--- config.mk ---
export PLATFORM = sky130hd
export DESIGN_NAME = spi_master_mode0_byte_exchange_flat
export DESIGN_NICKNAME = d
export VERILOG_FILES = /design/src/design/smbe_pkg.sv /design/src/design/smbe_if.sv /design/src/design/smbe_front.sv /design/src/design/smbe_queue.sv /design/src/design/smbe_back.sv /design/src/design/spi_master_mode0_byte_exchange.sv /design/src/flat_wrapper.sv
export SDC_FILE = /design/constraint.sdc
export NUM_CORES = 1
export LEC_CHECK = 0
export BUFFER_PORTS_ARGS = -buffer_cell sky130_fd_sc_hd__buf_4
export CORE_ASPECT_RATIO = 1.4
export CORE_UTILIZATION = 40
export CTS_BUF_LIST = sky130_fd_sc_hd__clkbuf_8
export DETAILED_ROUTE_END_ITERATION = 7
export GPL_ROUTABILITY_DRIVEN = 0
export PLACE_DENSITY_LB_ADDON = 0.2
export SYNTH_ARGS = -nofsm -noshare
export SYNTH_HDL_FRONTEND = slang
export SYNTH_SLANG_ARGS = --single-unit
--- constraint.sdc ---
create_clock -name clk_i -period 4.52 [get_ports clk_i]
set_clock_uncertainty 0.15 [all_clocks]
set_input_delay 0.226 -clock clk_i [delete_from_list [all_inputs] [get_ports clk_i]]
set_output_delay 0.226 -clock clk_i [all_outputs]
set_load 0.05 [all_outputs]
--- src/design/smbe_pkg.sv ---
// shared types and constants for the spi master byte exchange block
`timescale 1ns / 1ps
`default_nettype none

package smbe_pkg;

  localparam int unsigned BITS_PER_WORD = 8;
  localparam int unsigned HALF_W        = 16;
  localparam int unsigned BIT_CNT_W     = 4;
  localparam int unsigned NUM_CS        = 3;
  localparam int unsigned CFG_DATA_W    = 16;
  localparam int unsigned GPIO_EN_W     = 2;

  // request queue between front and back
  localparam int unsigned QUEUE_DEPTH = 2;
  localparam int unsigned QUEUE_PTR_W = 1;
  localparam int unsigned QUEUE_CNT_W = 2;

  typedef enum logic [1:0] {
    CMD_TICK     = 2'd0,
    CMD_SELECT   = 2'd1,
    CMD_DESELECT = 2'd2,
    CMD_EXCHANGE = 2'd3
  } cmd_e;

  typedef enum logic [1:0] {
    DEV_MAIN   = 2'd0,
    DEV_GPIO_A = 2'd1,
    DEV_GPIO_B = 2'd2
  } dev_e;

  typedef enum logic [1:0] {
    CFG_HALF_PERIOD    = 2'd0,
    CFG_GPIO_CS_ENABLE = 2'd1
  } cfg_idx_e;

  typedef struct packed {
    logic [1:0]               command;
    logic [1:0]               device;
    logic [BITS_PER_WORD-1:0] tx_byte;
    logic                     miso;
  } req_t;

  typedef struct packed {
    logic                     sclk;
    logic                     mosi;
    logic                     cs_main_n;
    logic                     cs_gpio_a_n;
    logic                     cs_gpio_b_n;
    logic                     busy_res;
    logic                     byte_done;
    logic [BITS_PER_WORD-1:0] rx_byte;
  } res_t;

  typedef struct packed {
    cfg_idx_e              index;
    logic [CFG_DATA_W-1:0] data;
  } cfg_req_t;

  // configuration as seen by the back end
  typedef struct packed {
    logic [HALF_W-1:0]    half_period;
    logic [GPIO_EN_W-1:0] gpio_cs_enable;
  } cfg_t;

  // classified request held in the queue
  typedef struct packed {
    cmd_e                     cmd;
    logic [NUM_CS-1:0]        dev_mask;
    logic [BITS_PER_WORD-1:0] tx_byte;
    logic                     miso;
  } entry_t;

  // queue status toward the front and back
  typedef struct packed {
    logic full;
    logic not_empty;
  } q_stat_t;

endpackage

`default_nettype wire

--- src/design/smbe_if.sv ---
// request, result and configuration channel interfaces
`timescale 1ns / 1ps
`default_nettype none

interface smbe_req_if;
  logic          valid;
  logic          ready;
  smbe_pkg::req_t payload;
  modport source (output valid, output payload, input ready);
  modport sink   (input valid, input payload, output ready);
endinterface

interface smbe_res_if;
  logic          valid;
  logic          ready;
  smbe_pkg::res_t payload;
  modport source (output valid, output payload, input ready);
  modport sink   (input valid, input payload, output ready);
endinterface

interface smbe_cfg_if;
  logic              valid;
  logic              ready;
  smbe_pkg::cfg_req_t payload;
  modport source (output valid, output payload, input ready);
  modport sink   (input valid, input payload, output ready);
endinterface

`default_nettype wire

--- src/design/smbe_front.sv ---
// front end: accepts requests and classifies command and device
`timescale 1ns / 1ps
`default_nettype none

module smbe_front (
  smbe_req_if.sink          req_i,
  input  smbe_pkg::q_stat_t q_stat_i,
  output logic              push_o,
  output smbe_pkg::entry_t  entry_o
);

  logic [smbe_pkg::NUM_CS-1:0] dev_mask;

  // device 3 maps to no select line
  always_comb begin
    unique case (req_i.payload.device)
      smbe_pkg::DEV_MAIN:   dev_mask = 3'b001;
      smbe_pkg::DEV_GPIO_A: dev_mask = 3'b010;
      smbe_pkg::DEV_GPIO_B: dev_mask = 3'b100;
      default:              dev_mask = 3'b000;
    endcase
  end

  assign req_i.ready = !q_stat_i.full;
  assign push_o      = req_i.valid && !q_stat_i.full;

  assign entry_o.cmd      = smbe_pkg::cmd_e'(req_i.payload.command);
  assign entry_o.dev_mask = dev_mask;
  assign entry_o.tx_byte  = req_i.payload.tx_byte;
  assign entry_o.miso     = req_i.payload.miso;

endmodule

`default_nettype wire

--- src/design/smbe_queue.sv ---
// short request queue between front and back
`timescale 1ns / 1ps
`default_nettype none

module smbe_queue (
  input  logic               clk_i,
  input  logic               rst_ni,
  input  logic               push_i,
  input  smbe_pkg::entry_t   entry_i,
  input  logic               pop_i,
  output smbe_pkg::entry_t   entry_o,
  output smbe_pkg::q_stat_t  stat_o
);

  smbe_pkg::entry_t mem_q [smbe_pkg::QUEUE_DEPTH];

  logic [smbe_pkg::QUEUE_PTR_W-1:0] wr_ptr_q, wr_ptr_d;
  logic [smbe_pkg::QUEUE_PTR_W-1:0] rd_ptr_q, rd_ptr_d;
  logic [smbe_pkg::QUEUE_CNT_W-1:0] cnt_q, cnt_d;
  logic                             do_push, do_pop;

  assign do_push = push_i && (cnt_q != smbe_pkg::QUEUE_CNT_W'(smbe_pkg::QUEUE_DEPTH));
  assign do_pop  = pop_i && (cnt_q != '0);

  always_comb begin
    wr_ptr_d = wr_ptr_q + smbe_pkg::QUEUE_PTR_W'(do_push);
    rd_ptr_d = rd_ptr_q + smbe_pkg::QUEUE_PTR_W'(do_pop);
    cnt_d    = cnt_q + smbe_pkg::QUEUE_CNT_W'(do_push) - smbe_pkg::QUEUE_CNT_W'(do_pop);
  end

  always_ff @(posedge clk_i or negedge rst_ni) begin
    if (!rst_ni) begin
      wr_ptr_q <= '0;
      rd_ptr_q <= '0;
      cnt_q    <= '0;
    end else begin
      wr_ptr_q <= wr_ptr_d;
      rd_ptr_q <= rd_ptr_d;
      cnt_q    <= cnt_d;
    end
  end

  always_ff @(posedge clk_i) begin
    if (do_push) begin
      mem_q[wr_ptr_q] <= entry_i;
    end
  end

  assign entry_o          = mem_q[rd_ptr_q];
  assign stat_o.full      = (cnt_q == smbe_pkg::QUEUE_CNT_W'(smbe_pkg::QUEUE_DEPTH));
  assign stat_o.not_empty = (cnt_q != '0);

endmodule

`default_nettype wire

--- src/design/smbe_back.sv ---
// back end: bit timing, shift register, select lines and result register
`timescale 1ns / 1ps
`default_nettype none

module smbe_back (
  input  logic              clk_i,
  input  logic              rst_ni,
  input  smbe_pkg::cfg_t    cfg_i,
  input  smbe_pkg::q_stat_t q_stat_i,
  input  smbe_pkg::entry_t  entry_i,
  output logic              pop_o,
  smbe_res_if.source        res_o
);

  localparam int unsigned W = smbe_pkg::BITS_PER_WORD;

  logic [W-1:0]                   shift_q, shift_d;
  logic [smbe_pkg::BIT_CNT_W-1:0] bit_cnt_q, bit_cnt_d;
  logic                           phase_q, phase_d;
  logic [smbe_pkg::HALF_W-1:0]    tick_q, tick_d;
  logic [smbe_pkg::NUM_CS-1:0]    sel_q, sel_d;
  logic                           active_q, active_d;
  logic                           mosi_q, mosi_d;
  logic                           res_valid_q;
  smbe_pkg::res_t                 res_q, res_d;
  logic [smbe_pkg::NUM_CS-1:0]    mask_eff;
  logic                           phase_end;
  logic                           done;
  logic [W-1:0]                   rx;

  assign pop_o     = q_stat_i.not_empty && (!res_valid_q || res_o.ready);
  assign mask_eff  = entry_i.dev_mask & {cfg_i.gpio_cs_enable, 1'b1};
  assign phase_end = (tick_q >= cfg_i.half_period);

  always_comb begin
    shift_d   = shift_q;
    bit_cnt_d = bit_cnt_q;
    phase_d   = phase_q;
    tick_d    = tick_q;
    sel_d     = sel_q;
    active_d  = active_q;
    mosi_d    = mosi_q;
    done      = 1'b0;
    rx        = '0;
    if (active_q) begin
      if (!phase_q) begin
        if (phase_end) begin
          phase_d = 1'b1;
          tick_d  = smbe_pkg::HALF_W'(1);
        end else begin
          tick_d = tick_q + smbe_pkg::HALF_W'(1);
        end
      end else if (phase_end) begin
        shift_d   = {shift_q[W-2:0], entry_i.miso};
        bit_cnt_d = bit_cnt_q + smbe_pkg::BIT_CNT_W'(1);
        phase_d   = 1'b0;
        if (bit_cnt_d >= smbe_pkg::BIT_CNT_W'(W)) begin
          done      = 1'b1;
          rx        = shift_d;
          active_d  = 1'b0;
          bit_cnt_d = '0;
          tick_d    = '0;
        end else begin
          mosi_d = shift_d[W-1];
          tick_d = smbe_pkg::HALF_W'(1);
        end
      end else begin
        tick_d = tick_q + smbe_pkg::HALF_W'(1);
      end
    end else if (q_stat_i.not_empty) begin
      // only decode a queue slot that holds a request
      unique case (entry_i.cmd)
        smbe_pkg::CMD_TICK:     ;
        smbe_pkg::CMD_SELECT:   sel_d = sel_q & ~mask_eff;
        smbe_pkg::CMD_DESELECT: sel_d = sel_q | mask_eff;
        smbe_pkg::CMD_EXCHANGE: begin
          shift_d   = entry_i.tx_byte;
          bit_cnt_d = '0;
          phase_d   = 1'b0;
          tick_d    = smbe_pkg::HALF_W'(1);
          active_d  = 1'b1;
          mosi_d    = entry_i.tx_byte[W-1];
        end
      endcase
    end

    res_d.sclk        = active_d && phase_d;
    res_d.mosi        = mosi_d;
    res_d.cs_main_n   = sel_d[0];
    res_d.cs_gpio_a_n = cfg_i.gpio_cs_enable[0] ? sel_d[1] : 1'b1;
    res_d.cs_gpio_b_n = cfg_i.gpio_cs_enable[1] ? sel_d[2] : 1'b1;
    res_d.busy_res    = active_d;
    res_d.byte_done   = done;
    res_d.rx_byte     = rx;
  end

  always_ff @(posedge clk_i or negedge rst_ni) begin
    if (!rst_ni) begin
      shift_q     <= '1;
      bit_cnt_q   <= '0;
      phase_q     <= 1'b0;
      tick_q      <= '0;
      sel_q       <= '1;
      active_q    <= 1'b0;
      mosi_q      <= 1'b1;
      res_valid_q <= 1'b0;
    end else begin
      if (pop_o) begin
        shift_q     <= shift_d;
        bit_cnt_q   <= bit_cnt_d;
        phase_q     <= phase_d;
        tick_q      <= tick_d;
        sel_q       <= sel_d;
        active_q    <= active_d;
        mosi_q      <= mosi_d;
        res_valid_q <= 1'b1;
      end else if (res_o.ready) begin
        res_valid_q <= 1'b0;
      end
    end
  end

  always_ff @(posedge clk_i) begin
    if (pop_o) begin
      res_q <= res_d;
    end
  end

  assign res_o.valid   = res_valid_q;
  assign res_o.payload = res_q;

`ifndef SYNTHESIS
  a_sclk_only_busy: assert property (@(posedge clk_i) disable iff (!rst_ni)
    res_o.valid |-> (!res_o.payload.sclk || res_o.payload.busy_res))
    else $error("sclk high outside a transfer");

  a_done_ends_busy: assert property (@(posedge clk_i) disable iff (!rst_ni)
    res_o.valid && res_o.payload.byte_done |-> !res_o.payload.busy_res)
    else $error("byte_done while still busy");

  a_bit_cnt_range: assert property (@(posedge clk_i) disable iff (!rst_ni)
    bit_cnt_q < smbe_pkg::BIT_CNT_W'(W))
    else $error("bit counter out of range");

  a_idle_clean: assert property (@(posedge clk_i) disable iff (!rst_ni)
    !active_q |-> (tick_q == '0 && !phase_q))
    else $error("timing state left over after transfer");
`endif

endmodule

`default_nettype wire

--- src/design/spi_master_mode0_byte_exchange.sv ---
// top level of the spi master (mode 0, msb first) byte exchange block
// path: an accepted request waits in the queue; its result is then offered
//   from the result register
// throughput: one request per cycle if the queue has room, one result per request;
//   one queued request is retired per cycle when the result register is free
// each request is one tick; a byte exchange spans 16 * max(half_period, 1) ticks
// reset: selects deselected, sclk low, mosi high, half_period 1, gpio selects off
`timescale 1ns / 1ps
`default_nettype none

module spi_master_mode0_byte_exchange (
  input  logic       clk_i,
  input  logic       rst_ni,
  smbe_req_if.sink   req_i,
  smbe_res_if.source res_o,
  smbe_cfg_if.sink   cfg_i
);

  // configuration registers
  logic [smbe_pkg::HALF_W-1:0]    half_period_q;
  logic [smbe_pkg::GPIO_EN_W-1:0] gpio_cs_enable_q;
  smbe_pkg::cfg_t                 cfg;

  // front to queue to back
  logic              push;
  logic              pop;
  smbe_pkg::entry_t  entry_in;
  smbe_pkg::entry_t  entry_out;
  smbe_pkg::q_stat_t q_stat;

  // config writes are always taken; the user must send them only while the block is idle (not enforced here)
  assign cfg_i.ready = 1'b1;

  always_ff @(posedge clk_i or negedge rst_ni) begin
    if (!rst_ni) begin
      half_period_q    <= smbe_pkg::HALF_W'(1);
      gpio_cs_enable_q <= '0;
    end else if (cfg_i.valid) begin
      unique case (cfg_i.payload.index)
        smbe_pkg::CFG_HALF_PERIOD: half_period_q <= cfg_i.payload.data;
        smbe_pkg::CFG_GPIO_CS_ENABLE:
          gpio_cs_enable_q <= cfg_i.payload.data[smbe_pkg::GPIO_EN_W-1:0];
        default: ;
      endcase
    end
  end

  assign cfg.half_period    = half_period_q;
  assign cfg.gpio_cs_enable = gpio_cs_enable_q;

  // front: take a request, decode command and device into a queue entry
  smbe_front u_front (
    .req_i    (req_i),
    .q_stat_i (q_stat),
    .push_o   (push),
    .entry_o  (entry_in)
  );

  // two-entry queue decouples request acceptance from result backpressure
  smbe_queue u_queue (
    .clk_i   (clk_i),
    .rst_ni  (rst_ni),
    .push_i  (push),
    .entry_i (entry_in),
    .pop_i   (pop),
    .entry_o (entry_out),
    .stat_o  (q_stat)
  );

  // back: advances the serial engine one tick per entry, registers the pins
  smbe_back u_back (
    .clk_i    (clk_i),
    .rst_ni   (rst_ni),
    .cfg_i    (cfg),
    .q_stat_i (q_stat),
    .entry_i  (entry_out),
    .pop_o    (pop),
    .res_o    (res_o)
  );

endmodule

`default_nettype wire

--- src/flat_wrapper.sv ---
// flat-port wrapper written by rule: the top's interface ports become plain ports
module spi_master_mode0_byte_exchange_flat 
  (clk_i, rst_ni, req_i_valid, req_i_payload, req_i_ready, res_o_valid, res_o_payload, res_o_ready, cfg_i_valid, cfg_i_payload, cfg_i_ready);
  smbe_req_if req_i_i ();
  smbe_res_if res_o_i ();
  smbe_cfg_if cfg_i_i ();
  input  logic clk_i;
  input  logic rst_ni;
  input wire logic [$bits(req_i_i.valid)-1:0] req_i_valid;
  input wire logic [$bits(req_i_i.payload)-1:0] req_i_payload;
  output wire logic [$bits(req_i_i.ready)-1:0] req_i_ready;
  output wire logic [$bits(res_o_i.valid)-1:0] res_o_valid;
  output wire logic [$bits(res_o_i.payload)-1:0] res_o_payload;
  input wire logic [$bits(res_o_i.ready)-1:0] res_o_ready;
  input wire logic [$bits(cfg_i_i.valid)-1:0] cfg_i_valid;
  input wire logic [$bits(cfg_i_i.payload)-1:0] cfg_i_payload;
  output wire logic [$bits(cfg_i_i.ready)-1:0] cfg_i_ready;
  assign req_i_i.valid = req_i_valid;
  assign req_i_i.payload = req_i_payload;
  assign req_i_ready = req_i_i.ready;
  assign res_o_valid = res_o_i.valid;
  assign res_o_payload = res_o_i.payload;
  assign res_o_i.ready = res_o_ready;
  assign cfg_i_i.valid = cfg_i_valid;
  assign cfg_i_i.payload = cfg_i_payload;
  assign cfg_i_ready = cfg_i_i.ready;
  spi_master_mode0_byte_exchange u_core (.clk_i(clk_i), .rst_ni(rst_ni), .req_i(req_i_i), .res_o(res_o_i), .cfg_i(cfg_i_i));
endmodule
[Yosys cells after proc, flatten, opt, wreduce, memory -nomap -nowiden]
Memories as Yosys holds them, arrays and structs flattened.
Index checks and enable logic that the tools add are counted.
Storage, ports and cells
  bits in writable memories: 28
  logic and storage cells: 109
  input bits: 36
  bits in registers: 71
  memories kept: 1
  output and inout port bits: 18
Memory list
  u_core.u_queue.mem_q: words 2, bits a word 14, read ports 1, clocked after memory_dff 0, wr ports 1, RTL line smbe_queue.sv:15  | smbe_pkg::entry_t mem_q [smbe_pkg::QUEUE_DEPTH];
Cells by class
  eq/ne operators: 10
  $lt $le $gt $ge: 2
  add/subtract/negate cells: 6
  reduce and logical (&&, ||, !) cells: 20
  mux-type cells: 45
  bitwise operators: 4
Operators with widths (number)
  two-way mux 16 bit: 6
  two-way mux 7 bit: 5
  two-way mux 1 bit: 24
  two-way mux 4 bit: 6
  adder 16 x 1 -> 16 bit, second input constant: 1
  >= comparator 16 bit: 1
  case mux 3 bit (3 select lines): 1
  == test 2 bit, second input constant: 4
  nonzero test 2 bit: 4
  bitwise AND 3 bit: 2
  == test 2 x 1 -> 1 bit, second input constant: 3
  two-way mux 3 bit: 2
  case mux 3 bit (2 select lines): 1
  AND reduction 3 bit: 2
  logical AND 1 bit: 5
  AND reduction 5 bit: 1
  adder 4 x 1 -> 4 bit, second input constant: 1
  >= comparator 4 bit, second input constant: 1
  zero test 2 bit: 2
  inequality test 2 bit, second input constant: 2
  AND reduction 2 bit: 2
  AND reduction 4 bit: 1
  inverter 3 bit: 1
  bitwise OR 3 bit: 1
  6 further kinds: 8

[Depth between registers and ports, before layout]
  word-level depth: 7
  mapped depth: 11
  mapped depth without buffers: 9

[Cells and area by module]
A second synthesis with hierarchy kept.
Unflattened totals
  cells, all modules: 436
  area total of the unflattened synthesis: 5087.4 sq um
Modules (own cells, without submodules)
  smbe_back: instances 1, cells an instance 315, seq. area each 1315.0 sq um, area an instance 2984.1 sq um
  smbe_queue: instances 1, cells an instance 64, seq. area each 940.9 sq um, area an instance 1285.0 sq um
  spi_master_mode0_byte_exchange: instances 1, cells an instance 41, seq. area each 451.7 sq um, area an instance 706.9 sq um
  smbe_front: instances 1, cells an instance 16, seq. area each 0.0 sq um, area an instance 111.4 sq um

[Worst setup path after synthesis]
Ideal clock, no wire load.
  path kind: register -> register
  start point: reg u_core.u_queue.rd_ptr_q
  end point: reg u_core.u_back.res_q, in the netlist u_core.u_back.res_o.payload[10], data pin
  setup slack: 1.776 ns
  buffers on the path: 2
  cell stages (with the launch flop): 10
  library setup time: 0.256 ns
  arrival time: 2.338 ns
  period minus slack after synthesis: 2.744 ns
  required time: 4.114 ns
  path through: dfrtp_1 > clkbuf_1 > buf_1 > mux2i_1 > inv_1 > ha_1 > or2_2 > nor3_1 > a21oi_1 > nand2b_1
Between the ends
  cells in the longest elaborated chain, start to end: 7
  elaborated cells on any way between the ends: 10
  classes of those cells: 2 x eq/ne; 3 x mux; 4 x bitwise; 1 x memory
Ends and longest elaborated chain
  start, declared: RTL line smbe_queue.sv:18  | logic [smbe_pkg::QUEUE_PTR_W-1:0] rd_ptr_q, rd_ptr_d;
  start signal, assigned: RTL line smbe_queue.sv:38  | rd_ptr_q <= rd_ptr_d;
  memory (2 x 14 bit) (*)
  bitwise AND 3 bit: RTL line smbe_back.sv:32  | assign mask_eff = entry_i.dev_mask & {cfg_i.gpio_cs_enable, 1'b1};
  inverter 3 bit: RTL line smbe_back.sv:74  | smbe_pkg::CMD_SELECT: sel_d = sel_q & ~mask_eff;
  bitwise AND 3 bit: RTL line smbe_back.sv:74
  case mux 3 bit (2 select lines) (*): RTL line smbe_back.sv:72  | unique case (entry_i.cmd)
  two-way mux 3 bit (*): RTL line smbe_back.sv:70  | end else if (q_stat_i.not_empty) begin
  two-way mux 3 bit (*): RTL line smbe_back.sv:45  | if (active_q) begin
  end signal, assigned: RTL line smbe_back.sv:125  | res_q <= res_d;
  end, declared: RTL line smbe_back.sv:25  | smbe_pkg::res_t res_q, res_d;
Mark *: on every way between the ends. The rest lies on a longest branch, timed or not.
A chain may end at the register's enable or synchronous reset.

[Worst setup path in the final report]
  start point: reg u_core.u_queue.rd_ptr_q
  end point: reg u_core.u_back.tick_q[14] in the netlist's numbering
Between the ends
  cells in the longest elaborated chain, start to end: 4
Ends and longest elaborated chain
  memory (2 x 14 bit)
  == test 2 bit: RTL line smbe_back.sv:72
  nonzero test 2 bit (no source line)
  AND reduction 3 bit (no source line)
  end signal, assigned: RTL line smbe_back.sv:112  | tick_q <= tick_d;
  end, declared: RTL line smbe_back.sv:20  | logic [smbe_pkg::HALF_W-1:0] tick_q, tick_d;
No other way between the ends.

==> flow_summary_export.csv <==
group,metric,value,unit
sta,hold_viol_final,0,
detailed_routing,drt_iter0_drc,144,
sta,setup_violations,0,
sta,final_max_slew_viol_count,0,
sta,setup_tns_final,0,ns
layout,fraction_of_layout_cells_with_a_size_suffix_above_1,0.2084,
setup_path,crit_path_start_kind,"flop",
logic_synthesis,xor_xnor_share_of_the_synthesized_area,0.009009,
cts,cts.clk_slew.worst_paths,0.09,ns
cts,tritoncts,"built",
setup_path,reg2reg_start,"u_core.u_queue.rd_ptr_q$_DFF_PN0_",
floorplan,cell_rows,47,
logic_synthesis,synth_compound_area_frac,0.1318,
logic_synthesis,synth_async_sr_flop_share,0.5657,
layout,design.final.nets,579,
cts,numCtsBuffers,9,
power_and_ir_drop,design_power_total,3245,uW
logic_synthesis,synth_cell_area,0.004861,mm^2
floorplan,start_util,0.4112,
status,status,"complete, no violations",
logic_synthesis,synth_sequential_area_ratio,0.5570,
layout,antenna-diode-count,0,
placed_design,io_buffer_count,52,
logic_synthesis,multiplexer_share_of_the_synthesized_area,0.04530,
global_routing,grt_max_degree,57,
logic_synthesis,synth_simple_gate_area_frac,0.1444,
sta,timing_worst_slew_pin_value,0.9344,ns
floorplan,die_h,132.4,um
sta,grt_setup_unrepaired,"false",
global_routing,globalRoute.totalOverflow,0,
floorplan,die_area,0.01260,mm^2
placed_design,hpwlAfterDp,6869,um
global_routing,number_of_global_route_vias_before_repair,3374,
logic_synthesis,synthesis.area_per_instance,11.20,um^2
logic_synthesis,syn-num-nets,495,
setup_path,critical_path.max_fanout,25,
logic_synthesis,combinational_family_with_the_most_area_after_synthesis,"simple AND/OR/NAND/NOR gates",
layout,syn2layout_area_growth,20.75,%
logic_synthesis,synth-adder-area-share,0.06435,
cts,max-clock-path-buffers,2,
detailed_routing,route.final.wire_length,9909,um
min_path,hp-start,"res_o_ready",
detailed_routing,firstDrtPassIters,4,
detailed_routing,route.antenna.remaining_nets,0,
global_routing,grt_first_pass_wirelength,16560,um
setup_path,cp-end-kind,"flop",
layout,most_common_cell_after_layout_fill_and_taps_aside,"buf_4",
setup_path,worst-r2r-setup-slack,1.53,ns
setup_path,worst-endpoint-arrival,3.09,ns
cts,clock_sinks,99,
logic_synthesis,synth_cell_type_count,64,
logic_synthesis,count_of_yosys_warnings_during_synthesis,0,
floorplan,core-area,0.01182,mm^2
min_path,worstHoldPathType,"primary input to flop",
detailed_routing,avgRoutedWirePerCell,14.79,um
cts,cts_root_buf,"clkbuf_8",
floorplan,design.portCount,54,
logic_synthesis,synth-main-ff-cell,"dfrtp_1",
global_routing,antenna_violations_before_repair,0,
setup_path,criticalPathCategory,"flop to flop",
setup_path,required,4.63,ns
global_routing,gr_usage_total,0.1720,
setup_path,crit_start,"u_core.u_queue.rd_ptr_q$_DFF_PN0_",
detailed_routing,detail_route.vias_per_cell,5.100,
layout,layout.cells.most_common_list,"buf_4, nand2_1, dfrtp_1",
cts,cts_setup_buffers,0,
logic_synthesis,synth.ff_latch_count,99,
logic_synthesis,synth-edff-count,43,
cts,clk_latency,0.37,ns
power_and_ir_drop,peakVddDrop,0.3676,mV
power_and_ir_drop,power.static_leakage,0.002520,uW
sta,worst_slew_margin_rel,0.3719,
sta,max_freq,335.0,MHz
cts,cts_max_level,3,
sta,fin_crit_sh,0.6604,
detailed_routing,vias,3417,
detailed_routing,route.detailed.drc,0,
flow_run,max_cap_violations,0,
sta,fin_crit,2.985,ns
power_and_ir_drop,pwr_density_cell,552.9,mW/mm^2
logic_synthesis,syn_inst,434,
floorplan,chipWidth,95.17,um
sta,holdWs,0.09173,ns
-- power by group --
group | internal [uW] | switching [uW]
registers | 1240 | 208
logic | 491 | 793
clock network | 197 | 310
total | 1930 | 1310
-- cell usage after synthesis (3+ instances only) --
library cell,n,area share
o211ai_1,6,0.0093
or3_1,3,0.0039
or4_1,4,0.0062
mux2i_1,7,0.014
inv_1,39,0.030
edfxtp_1,43,0.27
nor2b_1,7,0.0090
o21ai_1,4,0.0041
nor3_1,8,0.0082
nand3_1,11,0.011
o21ai_0,25,0.026
nor2_1,27,0.021
a31oi_1,6,0.0077
dfstp_2,12,0.065
ha_1,25,0.064
mux2_2,10,0.023
nand2b_1,7,0.0090
dfrtp_1,44,0.23
a21oi_1,13,0.013
nand2_1,51,0.039
a22o_1,8,0.014
clkbuf_1,7,0.0054
a211oi_1,3,0.0046
a22oi_1,5,0.0077
nand4_1,6,0.0077
o21a_1,3,0.0046
buf_4,3,0.0046
xnor2_1,5,0.0090
-- worst max-delay path: stages (launching register included) --
cell,delay [ns]
dfrtp_1,0.81
mux2i_1,0.23
inv_1,0.12
ha_1,0.25
o221ai_4,0.31
or4_1,0.65
nor2_1,0.14
xnor2_1,0.13
a21oi_1,0.06
-- sequential cells by signal, summed over array words and instances, names as in the netlist --
register                     cells
u_core.u_back.phase_q            1
u_core.u_queue.wr_ptr_q          1
u_core.u_back.sel_q              3
u_core.u_back.res_o.valid        1
u_core.u_queue.cnt_q             2
u_core.u_back.bit_cnt_q          4
u_core.u_queue.mem_q            28
u_core.gpio_cs_enable_q          2
u_core.u_queue.rd_ptr_q          1
u_core.u_back.tick_q            16
u_core.u_back.shift_q            7
u_core.u_back.res_o.payload     15
u_core.u_back.mosi_q             1
u_core.u_back.active_q           1
u_core.half_period_q            16
-- stage by stage --
stage,utilization,std cells,setup WS (ns),cell area (um^2)
6_report,0.4966,670,1.535,5869
5_1_grt,0.4966,670,1.318,5869
4_1_cts,0.4966,670,1.528,5869
3_5_place_dp,0.4560,623,1.538,5390
3_3_place_gp,0.4560,623,1.612,5390
2_1_floorplan,-,434,1.776,4861
-- path summary, 6_finish.rpt --
| kind | to | cells past startpoint |
|---|---|---|
| worst max-delay path | u_core.u_back.tick_q[14]$_DFFE_PN0P_ | 8 |
| worst min-delay path | u_core.u_back.res_o.valid$_DFFE_PN0P_ | 3 |
| worst max register to register | u_core.u_back.tick_q[14]$_DFFE_PN0P_ | 8 |
| worst min register to register | u_core.u_back.sel_q[1]$_DFFE_PN1P_ | 2 |
| max in group asynchronous | u_core.u_queue.cnt_q[1]$_DFF_PN0_ | 2 |
| min in group asynchronous | u_core.u_back.tick_q[13]$_DFFE_PN0P_ | 2 |
-- cell families after synthesis --
family / Yosys count
flip-flops: 99
XOR/XNOR: 5
buffers and inverters: 54
adder cells (fa/ha/maj): 25
multiplexers: 19
AND/OR/NAND/NOR: 139
other: 1
AO/OA/AOI/OAI: 92
-- layer usage --
| metal | global-route usage | wire length, um | part of all wire | vias to the layer above |
|---|---|---|---|---|
| met3 | 0.03793 | 306 | 0.031 | 12 |
| met1 | 0.2152 | 4320 | 0.44 | 1633 |
| li1 | - | - | - | 1714 |
| met5 | 0 | 0 | 0 | - |
| met4 | 0.06397 | 161 | 0.016 | 0 |
| met2 | 0.2865 | 5121 | 0.52 | 58 |
-- final cells by class --
cell class | count | area, um^2
multi-input cells | 281 | 1928
well taps | 147 | 183.9
flip-flops and latches | 99 | 2708
clock inverters | 7 | 45.04
clock buffers | 9 | 123.9
fillers | 1084 | 5951
repair buffers | 87 | 730.7
inverters | 40 | 150.1
-- repair_timing --
action | CTS | global route
hold buffers | 31 | 0
resized for setup | 0 | 0
endpoints found under the hold margin | 90 | 0
No activity file was read; power rests on OpenSTA's default activity.
